File: src/rtl/core/ctou_pkg.sv
`timescale 1ns / 1ps
package ctou_pkg;

  localparam int CoordBits = 16;
  localparam int DirBits   = 16;
  localparam int DirFrac   = 14;

  localparam int DcW   = CoordBits + 3;
  localparam int ProdW = DirBits + CoordBits;
  localparam int VecW  = ((DcW + DirFrac) > (ProdW + 1) ? (DcW + DirFrac) : (ProdW + 1)) + 1;
  localparam int MulW  = 2 * VecW;
  localparam int DotW  = MulW + 2;
  localparam int MagW  = MulW;
  localparam int HalfW = MagW / 2;
  localparam int WideW = 2 * MagW;
  localparam int RadW  = 2 * (CoordBits - 1);

  localparam int Depth = 8;

  typedef struct packed {
    logic signed [VecW-1:0] x;
    logic signed [VecW-1:0] y;
  } ctou_vec_t;

  typedef struct packed {
    logic vtx;
    logic in_tri;
    logic near;
  } ctou_edge_res_t;

endpackage

File: src/rtl/core/ctou_front.sv
`timescale 1ns / 1ps
module ctou_front (
  input  logic                                 clk_i,
  input  logic                                 en_i,
  input  logic signed [ctou_pkg::CoordBits-1:0] circle_x_i,
  input  logic signed [ctou_pkg::CoordBits-1:0] circle_y_i,
  input  logic        [ctou_pkg::CoordBits-2:0] circle_w_i,
  input  logic        [ctou_pkg::CoordBits-2:0] circle_h_i,
  input  logic signed [ctou_pkg::CoordBits-1:0] tri_x_i,
  input  logic signed [ctou_pkg::CoordBits-1:0] tri_y_i,
  input  logic        [ctou_pkg::CoordBits-2:0] tri_w_i,
  input  logic        [ctou_pkg::CoordBits-2:0] tri_h_i,
  input  logic signed [ctou_pkg::DirBits-1:0]   tri_dir_x_i,
  input  logic signed [ctou_pkg::DirBits-1:0]   tri_dir_y_i,
  output ctou_pkg::ctou_vec_t                   c_o [3],
  output ctou_pkg::ctou_vec_t                   e_o [3],
  output logic        [ctou_pkg::CoordBits-2:0] ch_o
);

  logic signed [ctou_pkg::DcW-1:0]   dcx_d, dcy_d, dcx_q, dcy_q;
  logic signed [ctou_pkg::ProdW-1:0] pa_d, pb_d, pc_d, pd_d, pa_q, pb_q, pc_q, pd_q;
  logic        [ctou_pkg::CoordBits-2:0] ch1_q, ch2_q;
  logic signed [ctou_pkg::VecW-1:0]  a, b, c, d, cx, cy;
  ctou_pkg::ctou_vec_t c_d [3], e_d [3], c_q [3], e_q [3];

  always_comb begin
    dcx_d = (ctou_pkg::DcW'(circle_x_i) <<< 1) + ctou_pkg::DcW'({1'b0, circle_w_i})
          - (ctou_pkg::DcW'(tri_x_i) <<< 1) - ctou_pkg::DcW'({1'b0, tri_w_i});
    dcy_d = (ctou_pkg::DcW'(circle_y_i) <<< 1) + ctou_pkg::DcW'({1'b0, circle_h_i})
          - (ctou_pkg::DcW'(tri_y_i) <<< 1) - ctou_pkg::DcW'({1'b0, tri_h_i});
    pa_d  = tri_dir_y_i * $signed({1'b0, tri_w_i});
    pb_d  = tri_dir_x_i * $signed({1'b0, tri_h_i});
    pc_d  = tri_dir_x_i * $signed({1'b0, tri_w_i});
    pd_d  = tri_dir_y_i * $signed({1'b0, tri_h_i});
  end

  always_ff @(posedge clk_i) begin
    if (en_i) begin
      dcx_q <= dcx_d;
      dcy_q <= dcy_d;
      pa_q  <= pa_d;
      pb_q  <= pb_d;
      pc_q  <= pc_d;
      pd_q  <= pd_d;
      ch1_q <= circle_h_i;
    end
  end

  always_comb begin
    a  = ctou_pkg::VecW'(pa_q);
    b  = ctou_pkg::VecW'(pb_q);
    c  = ctou_pkg::VecW'(pc_q);
    d  = ctou_pkg::VecW'(pd_q);
    cx = ctou_pkg::VecW'(dcx_q) <<< ctou_pkg::DirFrac;
    cy = ctou_pkg::VecW'(dcy_q) <<< ctou_pkg::DirFrac;
    c_d[0].x = cx;
    c_d[0].y = cy;
    e_d[0].x = a + b;
    e_d[0].y = d - c;
    c_d[1].x = cx - (a + b);
    c_d[1].y = cy - (d - c);
    e_d[1].x = -(a <<< 1);
    e_d[1].y = c <<< 1;
    c_d[2].x = cx - (b - a);
    c_d[2].y = cy - (c + d);
    e_d[2].x = a - b;
    e_d[2].y = -(c + d);
  end

  always_ff @(posedge clk_i) begin
    if (en_i) begin
      c_q   <= c_d;
      e_q   <= e_d;
      ch2_q <= ch1_q;
    end
  end

  assign c_o  = c_q;
  assign e_o  = e_q;
  assign ch_o = ch2_q;

endmodule

File: config.mk
export PLATFORM = sky130hd
export DESIGN_NAME = ctou_front
export DESIGN_NICKNAME = d
export VERILOG_FILES = /design/src/rtl/core/ctou_pkg.sv /design/src/rtl/core/ctou_front.sv
export SDC_FILE = /design/constraint.sdc
export NUM_CORES = 2
export LEC_CHECK = 0
export BUFFER_PORTS_ARGS = -buffer_cell sky130_fd_sc_hd__buf_2
export CORE_MARGIN = 5
export CORE_UTILIZATION = 40
export CTS_CLUSTER_SIZE = 28
export DETAILED_ROUTE_END_ITERATION = 6
export HOLD_SLACK_MARGIN = 0.06
export PLACE_DENSITY = 0.59
export SYNTH_ARGS = -nofsm -noshare
export SYNTH_HDL_FRONTEND = slang
export SYNTH_SLANG_ARGS = --single-unit
File: constraint.sdc
create_clock -name clk_i -period 6.75 [get_ports clk_i]
set_input_delay 0.675 -clock clk_i [delete_from_list [all_inputs] [get_ports clk_i]]
set_output_delay 0.675 -clock clk_i [all_outputs]
set_load 0.02 [all_outputs]
==> run summary <==
Run status = finished, final reports clean
Max-Cap Viols = 0
Mux share of post-synthesis cell area = 0.0737%
Placed cell areas = 79800 um2
Nets = 9862
Number of register bits inferred by synthesis = 548
Number of levels the H-tree was split into = 3
Io pins = 581
Port bufs = 550
Setup repair after global routing missed its margin = false
Clock tree from TritonCTS = done
Global placement routability congestion = 0.906
Synth Area in Adders = 40.7%
Largest buffer count on any clock path = 3
YS warnings = 0
Maximum number of pins on one net before global-route repair = 163
Post-CTS setup-driven buffer insertion count = 0
Footprint of the flip-flops and latches = 16500 um2
Antenna violations before repair = 35
Fraction of layout instances using a drive strength above 1 = 14.9%
Sequence of cells on the critical path = buf_2 > and2_1 > fa_1 > inv_1 > fa_1 > inv_1 > fa_1 > fa_1 > fa_1 > inv_1 > fa_1 > inv_1 > ha_1 > a21o_1 > a21o_1 > a21o_1 > a2111oi_1 > o21ai_1 > a2111o_1 > a31o_2 > a21o_1 > a21o_1 > a21oi_1 > xnor2_1
Critical path startpoint category = input pin
Final cell count without fillers = 10444
Final worst setup slack = 246 ps
Area occupied by multi-input gates = 47800 um2
Initial DRC Count = 3050
Number of standard cells after synthesis = 7185
Horiz. Die Dim = 432 um
Share of flip-flops with an asynchronous set or reset = 0%
Die area = 187000 um2
Remaining Overflow, GRT = 0
First-pass GRT wire length = 316000 um
Dominant combinational cell family by area after synthesis = adder cells
Min Clock Period, post-route = 6500 ps
Number of slew-limit violations in the final report = 0
Core ar. = 178000 um2
CTS Root Buffer Type = clkbuf_16
Worst-case setup slack after placement = -651 ps
Worst skew pair latency = 700 ps
Number of buffers added to fix hold violations after cts = 0
Inst Count DP = 10312
Final instance area = 82200 um2
Distinct cell type count of the synthesized netlist = 90
Setup violators final = 0
Count of unresolved DRC violations after routing = 0
Number of enable flip-flop cells after synthesis = 548
Hold crit path type = in -> reg
Final period utilization = 96.4%
Type of destination of the critical path = register
Peak fanout along the critical path = 15
Vias after detailed routing = 51604
First drt pass iteration count = 6
Share of the yosys chip area belonging to registers = 23.1%
Compound-Gate Fraction of Synth Area = 8.18%
Fin Setup TNS = 0 ps
Arrival time at the worst endpoint = 6930 ps
Clock edge transition at the registers on the reported setup and hold paths = 60 ps
Cell type with the highest occurrence count on the critical path = fa_1
Synth Area per Inst = 9.92 um2
Row count = 155
Inserted Clock Buffers = 68
Vias in the first global route = 54682
Worst-Margin Slew = 1010 ps
Via/cell ratio = 4.94
Critical path buffers and inverters = 5
Routed wire length per instance = 19.3 um
Library cell contributing the largest single delay on the critical path = fa_1
Layout Area Growth over Synthesis = 15.3%
Sinks on Clock Net = 548
Number of nets with antenna violations after detailed routing = 0
Detailed placer's ending HPWL = 172000 um
Most common flop cell mapped by yosys = edfxtp_1
GRT Total Usage = 21.8%
Max-slew headroom = 31.8%
Detailed Route WL = 202000 um
Worst Path Class, Setup = in -> reg
Maximum clock frequency = 0.154 GHz
Post-CTS resize count = 0
Hold Vio Cnt, Final = 0
Xor/xnor share of the synthesized area = 5.47%
Number of fillers in the final layout = 16884
Cell area after synthesis = 71300 um2
Top delay family on crit path = adder cells
Starting density of the core = 40.1%
Clock skew = 30.6 ps
Die height = 432 um
Max incr delay on CP = 540 ps
Required time reported for the critical path endpoint = 7170 ps
Simple-gate portion of the synthesized area = 12.4%
==> logic make-up (layout without fill, tap and decap cells) <==
kind of cell | after synthesis | after routing
buf+inv | 1850 | 2715
simple gates | 1766 | 1766
fa+ha+maj | 1677 | 1677
compound gates | 893 | 893
flops | 548 | 548
xor+xnor | 445 | 445
mux | 5 | 5
other cells | 1 | 40
==> layout by cell type, fill, tap and decap left out, types with 27 or more instances in the layout <==
| cell | count |
|---|---|
| buf_4 | 472 |
| nor2b_1 | 51 |
| nand4_1 | 30 |
| buf_2 | 547 |
| a31oi_1 | 28 |
| or3_1 | 28 |
| inv_1 | 1542 |
| o21ai_0 | 125 |
| nor4_1 | 27 |
| and2_1 | 490 |
| xor2_1 | 105 |
| fa_1 | 1074 |
| o21bai_1 | 63 |
| o21a_1 | 37 |
| a21o_1 | 110 |
| xnor2_1 | 340 |
| and3_1 | 37 |
| edfxtp_1 | 548 |
| nor2_1 | 220 |
| nor3_1 | 69 |
| o31ai_1 | 30 |
| nand2_1 | 624 |
| conb_1 | 30 |
| clkbuf_16 | 68 |
| a211oi_1 | 31 |
| ha_1 | 602 |
| nand3_1 | 86 |
| a21oi_1 | 298 |
| nand2b_1 | 51 |
==> cell usage after synthesis, types with 6 or more instances <==
cell / instances / area (um2)
inv_1: 1542 / 5790
fa_1: 1074 / 21500
nand2_1: 624 / 2340
ha_1: 603 / 7540
edfxtp_1: 548 / 16500
and2_1: 490 / 3070
xnor2_1: 340 / 2980
a21oi_1: 298 / 1490
clkbuf_1: 237 / 890
nor2_1: 220 / 826
o21ai_0: 127 / 636
a21o_1: 110 / 826
xor2_1: 105 / 920
nand3_1: 86 / 430
nor3_1: 69 / 345
o21bai_1: 63 / 473
buf_4: 57 / 428
nand2b_1: 51 / 319
nor2b_1: 51 / 319
and3_1: 37 / 231
o21a_1: 37 / 278
a211oi_1: 31 / 233
nand4_1: 30 / 188
o31ai_1: 30 / 225
a31oi_1: 28 / 175
or3_1: 28 / 175
nor4_1: 27 / 169
o211ai_1: 24 / 180
a21boi_0: 11 / 82.6
a31o_2: 11 / 96.3
or2_2: 11 / 68.8
a2111oi_0: 10 / 87.6
o31a_1: 10 / 87.6
a221oi_1: 9 / 78.8
o41ai_1: 8 / 70.1
or4_1: 8 / 60.1
a41oi_1: 7 / 61.3
and4_1: 7 / 61.3
nand3b_1: 7 / 52.6
nor3b_1: 7 / 52.6
o22ai_1: 7 / 43.8
a211o_1: 6 / 52.6
o311ai_0: 6 / 52.6
==> path summary, 6_finish.rpt <==
check                           slack (ps)  cells after the start                  end                from
worst max register to register         540                     24   c_o[134]$_DFFE_PP_   pa_q[0]$_DFFE_PP_
worst max-delay path                   250                     24   pc_q[29]$_DFFE_PP_         tri_w_i[12]
worst min register to register         420                      0    ch_o[7]$_DFFE_PP_  ch1_q[7]$_DFFE_PP_
worst min-delay path                   210                      1  ch1_q[14]$_DFFE_PP_      circle_h_i[14]
==> registers in the layout, indices dropped and copies added (netlist names) <==
| name | cells |
|---|---|
| ch_o | 15 |
| pa_q | 32 |
| dcy_q | 19 |
| c_o | 159 |
| e_o | 193 |
| ch1_q | 15 |
| pc_q | 32 |
| pd_q | 32 |
| dcx_q | 19 |
| pb_q | 32 |
==> routing by layer <==
layer / vias to the layer above / wire length (um) / track usage, %
li1: 24283 / - / -
met1: 25755 / 88400 / 29.6
met2: 1318 / 97900 / 37.0
met3: 248 / 9670 / 2.51
met4: 0 / 5870 / 6.23
met5: - / 0 / 0
==> layout make-up <==
class                      count  share of cell area [%]
inverter                    1545                    7.06
clock buffer                  76                    2.11
antenna                       10                  0.0305
sequential                   548                    20.0
multi-input combinational   4816                    58.2
clock inverter                46                   0.699
timing repair buffer        1048                    8.31
tap                         2355                    3.59
==> stage by stage <==
stage          hold WS, ps  util, %
2_1_floorplan          400        -
4_1_cts                132     46.2
5_1_grt                165     46.2
3_3_place_gp           401     44.9
6_report               206     46.2
3_5_place_dp           405     44.9
Power is left out: the tool's default activity adds up to more than one toggle a clock period on the data nets, which glitch-free logic cannot reach.
